$ cat config.mk
export PLATFORM = sky130hd
export DESIGN_NAME = link_command_frame_parser
export DESIGN_NICKNAME = d
export VERILOG_FILES = /design/src/sv/lcfp_pkg.sv /design/src/sv/lcfp_out_buf.sv /design/src/sv/link_command_frame_parser.sv
export SDC_FILE = /design/constraint.sdc
export NUM_CORES = 1
export LEC_CHECK = 0
export BUFFER_PORTS_ARGS = -buffer_cell sky130_fd_sc_hd__buf_2
export CORE_ASPECT_RATIO = 0.7
export CORE_MARGIN = 2
export CORE_UTILIZATION = 55
export CTS_BUF_LIST = sky130_fd_sc_hd__clkbuf_4
export DETAILED_ROUTE_END_ITERATION = 8
export PLACE_DENSITY = 0.88
export SLEW_MARGIN = 10
export SYNTH_ARGS = -nofsm -noshare
export SYNTH_HDL_FRONTEND = slang
export SYNTH_SLANG_ARGS = --single-unit
$ cat constraint.sdc
create_clock -name clk -period 2.9 [get_ports clk]
set_clock_uncertainty 0.15 [all_clocks]
set_input_delay 0.145 -clock clk [delete_from_list [all_inputs] [get_ports clk]]
set_output_delay 0.145 -clock clk [all_outputs]
set_load 0.01 [all_outputs]
$ cat src/sv/lcfp_pkg.sv
`default_nettype none
package lcfp_pkg;

  localparam int CFG_BUFFER_BYTES_DEF = 512;
  localparam int ADDRESS_CHARS_DEF    = 20;

  localparam logic [7:0] SYNC_BYTE0 = 8'h01;
  localparam logic [7:0] SYNC_BYTE1 = 8'h02;
  localparam logic [7:0] SYNC_BYTE2 = 8'h03;

  localparam logic [7:0] CMD_EMERG_OFF = 8'd1;
  localparam logic [7:0] CMD_ON        = 8'd2;
  localparam logic [7:0] CMD_STANDBY   = 8'd3;
  localparam logic [7:0] CMD_ACTIVE    = 8'd4;
  localparam logic [7:0] CMD_CONFIG    = 8'h05;
  localparam logic [7:0] CMD_ADDRESS   = 8'd6;
  localparam logic [7:0] CMD_SEND_REQ  = 8'd7;

  localparam logic [3:0] EV_NONE        = 4'd0;
  localparam logic [3:0] EV_EMERG_OFF   = 4'd1;
  localparam logic [3:0] EV_ON          = 4'd2;
  localparam logic [3:0] EV_STANDBY     = 4'd3;
  localparam logic [3:0] EV_ACTIVE      = 4'd4;
  localparam logic [3:0] EV_CFG_START   = 4'd5;
  localparam logic [3:0] EV_CFG_REFUSED = 4'd6;
  localparam logic [3:0] EV_CFG_DONE    = 4'd7;
  localparam logic [3:0] EV_CFG_ERROR   = 4'd8;
  localparam logic [3:0] EV_ADDR_DONE   = 4'd9;

  localparam int HEADER_BYTES  = 4;
  localparam int MIN_FRAME_LEN = 5;
  localparam int CRC_BYTES     = 2;

  typedef struct packed {
    logic [3:0] event_res;
    logic       store_valid;
    logic       store_to_address;
    logic [8:0] store_index;
    logic [7:0] store_data;
    logic [8:0] frame_length;
    logic       send_config_request;
  } result_t;

endpackage
`default_nettype wire

$ cat src/sv/lcfp_out_buf.sv
`default_nettype none
module lcfp_out_buf
  import lcfp_pkg::*;
(
  input  wire logic    clk,
  input  wire logic    rst_n,
  input  wire logic    push_valid,
  output logic         push_ready,
  input  wire result_t push_data,
  output logic         out_valid,
  input  wire logic    out_ready,
  output result_t      out_data
);

  logic    main_v_r;
  logic    skid_v_r;
  result_t main_d_r;
  result_t skid_d_r;
  logic    push;

  assign push_ready = !skid_v_r;
  assign push       = push_valid && push_ready;
  assign out_valid  = main_v_r;
  assign out_data   = main_d_r;

  always_ff @(posedge clk) begin
    if (!rst_n) begin
      main_v_r <= 1'b0;
      skid_v_r <= 1'b0;
    end else if (!main_v_r || out_ready) begin
      // main slot free or draining this cycle
      main_v_r <= skid_v_r || push;
      skid_v_r <= 1'b0;
    end else if (push) begin
      skid_v_r <= 1'b1;
    end
  end

  always_ff @(posedge clk) begin
    if (!main_v_r || out_ready) begin
      main_d_r <= skid_v_r ? skid_d_r : push_data;
    end else if (push) begin
      skid_d_r <= push_data;
    end
  end

endmodule
`default_nettype wire

$ cat src/sv/link_command_frame_parser.sv
`default_nettype none
// channel  | ports                              | role
// ---------+------------------------------------+----------------------------
// in       | in_valid/in_ready, in_func,        | received byte or consume
//          | in_rx_byte                         | request, one per transfer
// out      | out_valid/out_ready, out_event_res | one result per input
//          | out_store_*, out_frame_length, ... | transfer
// one input transfer per cycle while in_ready is high; each result is registered
// the parser state is updated in the cycle of acceptance by one pass of logic
// a two-entry output buffer keeps in_ready high while one result waits
// in_ready drops only when both output entries are full
// synchronous active-low reset returns the parser to idle and empties the buffer
module link_command_frame_parser
  import lcfp_pkg::*;
#(
  parameter int CFG_BUFFER_BYTES = CFG_BUFFER_BYTES_DEF,
  parameter int ADDRESS_CHARS    = ADDRESS_CHARS_DEF
) (
  input  wire logic       clk,
  input  wire logic       rst_n,
  input  wire logic       in_valid,
  output logic            in_ready,
  input  wire logic       in_func,
  input  wire logic [7:0] in_rx_byte,
  output logic            out_valid,
  input  wire logic       out_ready,
  output logic [3:0]      out_event_res,
  output logic            out_store_valid,
  output logic            out_store_to_address,
  output logic [8:0]      out_store_index,
  output logic [7:0]      out_store_data,
  output logic [8:0]      out_frame_length,
  output logic            out_send_config_request
);

  localparam int IDX_MAX = (CFG_BUFFER_BYTES > ADDRESS_CHARS) ? CFG_BUFFER_BYTES
                                                              : ADDRESS_CHARS;
  localparam int IDX_W   = $clog2(IDX_MAX + 1);
  localparam logic [IDX_W-1:0] CFG_LIMIT  = IDX_W'(CFG_BUFFER_BYTES);
  localparam logic [IDX_W-1:0] ADDR_LIMIT = IDX_W'(ADDRESS_CHARS);

  typedef enum logic [2:0] {
    PH_IDLE   = 3'd0,
    PH_SYNC1  = 3'd1,
    PH_SYNC2  = 3'd2,
    PH_CMD    = 3'd3,
    PH_LEN_HI = 3'd4,
    PH_LEN_LO = 3'd5,
    PH_BODY   = 3'd6,
    PH_ADDR   = 3'd7
  } phase_t;

  phase_t           phase_r, phase_nxt;
  logic [IDX_W-1:0] idx_r, idx_nxt;
  logic [15:0]      rem_r, rem_nxt;
  logic             pending_r, pending_nxt;
  logic             connected_r, connected_nxt;

  logic [IDX_W-1:0] idx_inc;
  logic [15:0]      len_full;
  logic [15:0]      rem_dec;
  logic             accept;
  result_t          res;
  result_t          out_res;

  assign idx_inc  = idx_r + IDX_W'(1);
  assign len_full = {rem_r[15:8], in_rx_byte};
  assign rem_dec  = rem_r - 16'd1;

  always_comb begin
    res           = '0;
    phase_nxt     = phase_r;
    idx_nxt       = idx_r;
    rem_nxt       = rem_r;
    pending_nxt   = pending_r;
    connected_nxt = connected_r;
    if (in_func) begin
      pending_nxt = 1'b0;
    end else begin
      case (phase_r)
        PH_SYNC1: begin
          phase_nxt = (in_rx_byte == SYNC_BYTE1) ? PH_SYNC2 : PH_IDLE;
        end
        PH_SYNC2: begin
          phase_nxt = (in_rx_byte == SYNC_BYTE2) ? PH_CMD : PH_IDLE;
        end
        PH_CMD: begin
          phase_nxt = PH_IDLE;
          case (in_rx_byte)
            CMD_EMERG_OFF: res.event_res = EV_EMERG_OFF;
            CMD_ON:        res.event_res = EV_ON;
            CMD_STANDBY:   res.event_res = EV_STANDBY;
            CMD_ACTIVE:    res.event_res = EV_ACTIVE;
            CMD_CONFIG: begin
              if (pending_r) begin
                res.event_res = EV_CFG_REFUSED;
              end else begin
                res.event_res = EV_CFG_START;
                idx_nxt       = IDX_W'(HEADER_BYTES);
                phase_nxt     = PH_LEN_HI;
              end
            end
            CMD_ADDRESS: begin
              idx_nxt   = '0;
              phase_nxt = PH_ADDR;
            end
            CMD_SEND_REQ: res.send_config_request = 1'b1;
            default: ;
          endcase
        end
        PH_LEN_HI: begin
          res.store_valid = 1'b1;
          res.store_index = 9'(idx_r);
          res.store_data  = in_rx_byte;
          idx_nxt         = idx_inc;
          rem_nxt         = {in_rx_byte, 8'h00};
          phase_nxt       = PH_LEN_LO;
        end
        PH_LEN_LO: begin
          res.store_valid = 1'b1;
          res.store_index = 9'(idx_r);
          res.store_data  = in_rx_byte;
          idx_nxt         = idx_inc;
          if (len_full < 16'(MIN_FRAME_LEN)) begin
            res.event_res = EV_CFG_ERROR;
            rem_nxt       = '0;
            phase_nxt     = PH_IDLE;
          end else begin
            rem_nxt   = len_full - 16'(HEADER_BYTES);
            phase_nxt = PH_BODY;
          end
        end
        PH_BODY: begin
          if (idx_r >= CFG_LIMIT) begin
            // overflow: byte dropped, frame aborted
            res.event_res = EV_CFG_ERROR;
            rem_nxt       = '0;
            phase_nxt     = PH_IDLE;
          end else begin
            res.store_valid = 1'b1;
            res.store_index = 9'(idx_r);
            res.store_data  = in_rx_byte;
            idx_nxt         = idx_inc;
            rem_nxt         = rem_dec;
            if (rem_dec == 16'd0) begin
              res.event_res    = EV_CFG_DONE;
              res.frame_length = 9'(idx_inc - IDX_W'(CRC_BYTES));
              pending_nxt      = 1'b1;
              phase_nxt        = PH_IDLE;
            end
          end
        end
        PH_ADDR: begin
          if (idx_r < ADDR_LIMIT) begin
            res.store_valid      = 1'b1;
            res.store_to_address = 1'b1;
            res.store_index      = 9'(idx_r);
            res.store_data       = in_rx_byte;
            idx_nxt              = idx_inc;
          end
          if (idx_nxt >= ADDR_LIMIT) begin
            res.event_res = EV_ADDR_DONE;
            if (!connected_r) begin
              connected_nxt           = 1'b1;
              res.send_config_request = 1'b1;
            end
            phase_nxt = PH_IDLE;
          end
        end
        default: begin
          phase_nxt = (in_rx_byte == SYNC_BYTE0) ? PH_SYNC1 : PH_IDLE;
        end
      endcase
    end
  end

  assign accept = in_valid && in_ready;

  always_ff @(posedge clk) begin
    if (!rst_n) begin
      phase_r     <= PH_IDLE;
      idx_r       <= '0;
      rem_r       <= '0;
      pending_r   <= 1'b0;
      connected_r <= 1'b0;
    end else if (accept) begin
      phase_r     <= phase_nxt;
      idx_r       <= idx_nxt;
      rem_r       <= rem_nxt;
      pending_r   <= pending_nxt;
      connected_r <= connected_nxt;
    end
  end

  lcfp_out_buf u_out_buf (
    .clk        (clk),
    .rst_n      (rst_n),
    .push_valid (in_valid),
    .push_ready (in_ready),
    .push_data  (res),
    .out_valid  (out_valid),
    .out_ready  (out_ready),
    .out_data   (out_res)
  );

  assign out_event_res           = out_res.event_res;
  assign out_store_valid         = out_res.store_valid;
  assign out_store_to_address    = out_res.store_to_address;
  assign out_store_index         = out_res.store_index;
  assign out_store_data          = out_res.store_data;
  assign out_frame_length        = out_res.frame_length;
  assign out_send_config_request = out_res.send_config_request;

endmodule
`default_nettype wire

==> impl_summary.log <==
[metrics] internal power: 0.001863 W
[metrics] most frequent cells in the layout: edfxtp_1, nand2_1, buf_2, nor2_1, o21ai_0
[metrics] Sum Neg Setup Slack: 0 ps
[metrics] Hold Slack: 223.6 ps
[metrics] first-pass GRT wire length: 23000 µm
[metrics] iteration-0 DRC count of the detailed router: 618
[metrics] Placed Cells: 745
[metrics] number of nets still failing antenna checks after routing: 0
[metrics] TritonCTS clock tree: done
[metrics] Setup crit end kind: flop
[metrics] Switching Power: 0.0007389 W
[metrics] Clock power frac: 0.272
[metrics] data arrival time of the critical path: 2930 ps
[metrics] logic gate share of total power: 0.125
[metrics] Routed wire per std cell: 18.41 µm
[metrics] Top Family by Delay on Critical Path: simple AND/OR/NAND/NOR gates
[metrics] die area: 11080 µm²
[metrics] Row Count: 30
[metrics] maximum number of pins on one net before global-route repair: 36
[metrics] FF/Latch Area: 2645 µm²
[metrics] number of enable-type register cells in the synthesized netlist: 66
[metrics] switching share of power: 0.2840
[metrics] synthesized area per cell: 9.650 µm²
[metrics] Flop pwr share: 0.603
[metrics] share of post-route cells with drive strength above 1: 0.2009
[metrics] Critical path buffers and inverters: 3
[metrics] critical-path maximum fanout: 14
[metrics] number of antenna violations at the first check in global routing: 0
[metrics] CP Class: reg2reg
[metrics] number of clock sinks: 99
[metrics] Avg Vias per Cell: 6.272
[metrics] Cells after Synth: 584
[metrics] PortBufs: 47
[metrics] power density over the cells: 410.5 nW/µm²
[metrics] FILL cells: 754
[metrics] overall power: 0.002602 W
[metrics] launching element type of the critical path: flop
[metrics] actual slew at the worst max-slew pin: 656.5 ps
[metrics] post-route insts no fill: 775
[metrics] number of endpoints failing setup at the final stage: 0
[metrics] count of unique library cells instantiated by Yosys: 67
[metrics] reported max-cap violation count: 0
[metrics] fin nets: 664
[metrics] Final Critical Period: 2741 ps
[metrics] DRC Markers: 0
[metrics] Worst Hold Class: in2reg
[metrics] post-detailed-placement half-perimeter wirelength: 9889 µm
[metrics] Clk pin slew, worst setup/hold paths: 170 ps
[metrics] run status: finished clean
[metrics] Slew headroom: 0.5597
[metrics] die outline height: 88.69 µm
[metrics] I/O pin cnt: 48
[metrics] Core Region: 9834 µm²
[metrics] total count of max-transition violations in the final report: 0
[metrics] Remaining Overflow, GRT: 0
[metrics] leakage power figure: 2.489 nW
[metrics] via count of the first global-routing pass: 4521
[metrics] sum of routed wire length over all layers: 14270 µm
[metrics] CP cell instances: or4_1 > buf_4 > nor3_4 > nand3_2 > a211oi_2 > buf_4 > nand4_4 > buf_4 > o31ai_4
[metrics] clock root cell: clkbuf_4
[metrics] largest stage delay on the critical path: 570 ps
[metrics] vias after detailed routing: 4861
[metrics] total standard cell area after synthesis: 5635 µm²
[metrics] sequential cell area fraction in the yosys report: 0.4689
[metrics] Ys Warns: 0
[metrics] most common flop cell mapped by yosys: edfxtp_1
[metrics] Tot GR Track Use: 0.2632
[metrics] later-pin clock latency in the skew report: 490 ps
[metrics] Syn-to-layout area delta: 12.48%
[metrics] maximum buffer depth of the clock tree: 2
[metrics] total nets after synthesis: 606
[metrics] final weighted congestion of routability-driven global placement: 1.009
[metrics] number of iterations in the first detailed-routing pass: 6
[metrics] setup repair after global routing missed its margin: false
[metrics] Diodes inserted: 0
[metrics] post-route fraction of the period consumed by the critical path: 0.9450
[metrics] slowest stage cell on the critical path: or4_1
[metrics] number of buffers added by the clock tree synthesis step: 9
[metrics] Max rail drop VDD: 0.2495 mV
[metrics] effective utilization at floorplan: 0.5730
[metrics] final number of hold-violating endpoints: 0
[metrics] H-tree depth: 3
[metrics] multi-input logic area: 2786 µm²
[metrics] required time of the critical path: 3090 ps
[metrics] leading cell type in the layout, fill and taps excluded: edfxtp_1
[metrics] fmax: 364.9 MHz
[metrics] cell repeated most along the worst path: buf_4
[metrics] die outline width: 125.0 µm
[metrics] fraction of synthesis flops using an asynchronous set or reset pin: 0
[metrics] final core utilization: 0.6445
[metrics] #FFs+latches synth: 99
[metrics by stage]
| stage | instance area, µm² | setup WS [ps] |
|---|---|---|
| 2_1_floorplan | 5638 | 178.9 |
| 3_3_place_gp | 6061 | 224.7 |
| 3_5_place_dp | 6061 | 86.16 |
| 4_1_cts | 6302 | 19.06 |
| 5_1_grt | 6339 | 10.29 |
| 6_report | 6339 | 159.4 |
[worst register-to-register path, stage by stage (launching register included)]
cell and delay (ps):
dfxtp_1 400, or4_1 570, buf_4 190, nor3_4 160, nand3_2 120, a211oi_2 220, buf_4 160, nand4_4 230
buf_4 240, o31ai_4 160
[power by group through the flow]
stage	registers (W)	logic (W)	clock network, W
floorplan	0.00161	0.000182	0
global placement	0.00160	0.000298	0
detailed placement	0.00160	0.000303	0
CTS	0.00157	0.000316	0.000720
global route	0.00157	0.000353	0.000774
finish	0.00157	0.000325	0.000708
[per-layer routing]
metal | track usage | up-vias | wire length, µm
li1 | - | 2277 | -
met1 | 0.3687 | 2265 | 6194
met2 | 0.3943 | 298 | 6262
met3 | 0.09069 | 21 | 1631
met4 | 0.06970 | 0 | 178
met5 | 0 | - | 0
[cells by family after synthesis]
logic type | after synthesis | share of synthesized area
muxes | 22 | 0.04374
xor gates and xnor gates | 24 | 0.03730
DFF | 99 | 0.4689
buffers and inverters | 56 | 0.03952
and+or+nand+nor | 229 | 0.2118
adders and majority gates | 9 | 0.01998
AOI/OAI and AO/OA | 145 | 0.1787
[cell usage after synthesis, drive strengths merged (2+ instances only)]
cell | instances | area, µm²
and3 | 6 | 37.54
dfxtp | 33 | 660.6
o32ai | 2 | 17.52
and2 | 20 | 125.1
or4 | 4 | 30.03
o21a | 5 | 37.54
nor2b | 20 | 125.1
nand3 | 12 | 65.06
a211o | 2 | 17.52
a21boi | 6 | 45.04
a41oi | 2 | 17.52
o221a | 2 | 22.52
ha | 9 | 112.6
inv | 18 | 67.56
nor3 | 19 | 106.4
o2111ai | 2 | 17.52
o31ai | 12 | 113.9
nand3b | 4 | 30.03
a21oi | 21 | 105.1
a222oi | 3 | 30.03
nand4 | 6 | 52.55
nand2b | 6 | 37.54
nand2 | 64 | 240.2
buf | 7 | 38.79
clkbuf | 31 | 116.4
mux2 | 21 | 236.5
edfxtp | 66 | 1982
o211ai | 4 | 30.03
nor3b | 5 | 37.54
a22oi | 6 | 45.04
a32oi | 4 | 35.03
o21ai | 43 | 215.2
xor2 | 9 | 78.83
o221ai | 4 | 35.03
a31oi | 8 | 50.05
xnor2 | 15 | 131.4
or3 | 2 | 12.51
a211oi | 4 | 35.03
nor4 | 12 | 87.58
nor2 | 44 | 165.2
o211a | 6 | 60.06
[layout make-up]
cell class                 count  area share
clock inverter                 7     0.01007
multi-input combinational    429      0.4396
inverter                      18     0.01066
timing repair buffer          85     0.08646
clock buffer                   9     0.01066
tap                          128     0.02527
sequential                    99      0.4173
[final timing paths]
path / start / to / slack, ps / cells after the start
setup / recovery: rem_r[9] / u_out_buf.out_data[3] / 160 / 9
hold / removal: out_ready / u_out_buf.skid_d_r[4] / 220 / 4
setup reg to reg: rem_r[9] / u_out_buf.out_data[3] / 160 / 9
hold reg to reg: connected_r / connected_r / 360 / 1
[sequential cells by signal (all words and copies together), names as in the netlist]
signal	cells
u_out_buf.out_data	33
u_out_buf.skid_d_r	33
rem_r	16
idx_r	10
phase_r	3
connected_r	1
pending_r	1
u_out_buf.out_valid	1
u_out_buf.skid_v_r	1
[timing repair]
item	CTS	global route
gates resized for setup	0	6
hold endpoints to repair	14	0
setup endpoints to repair	0	17
setup buffers	0	3
hold buffers	11	0
No activity file was read; power rests on OpenSTA's default activity.
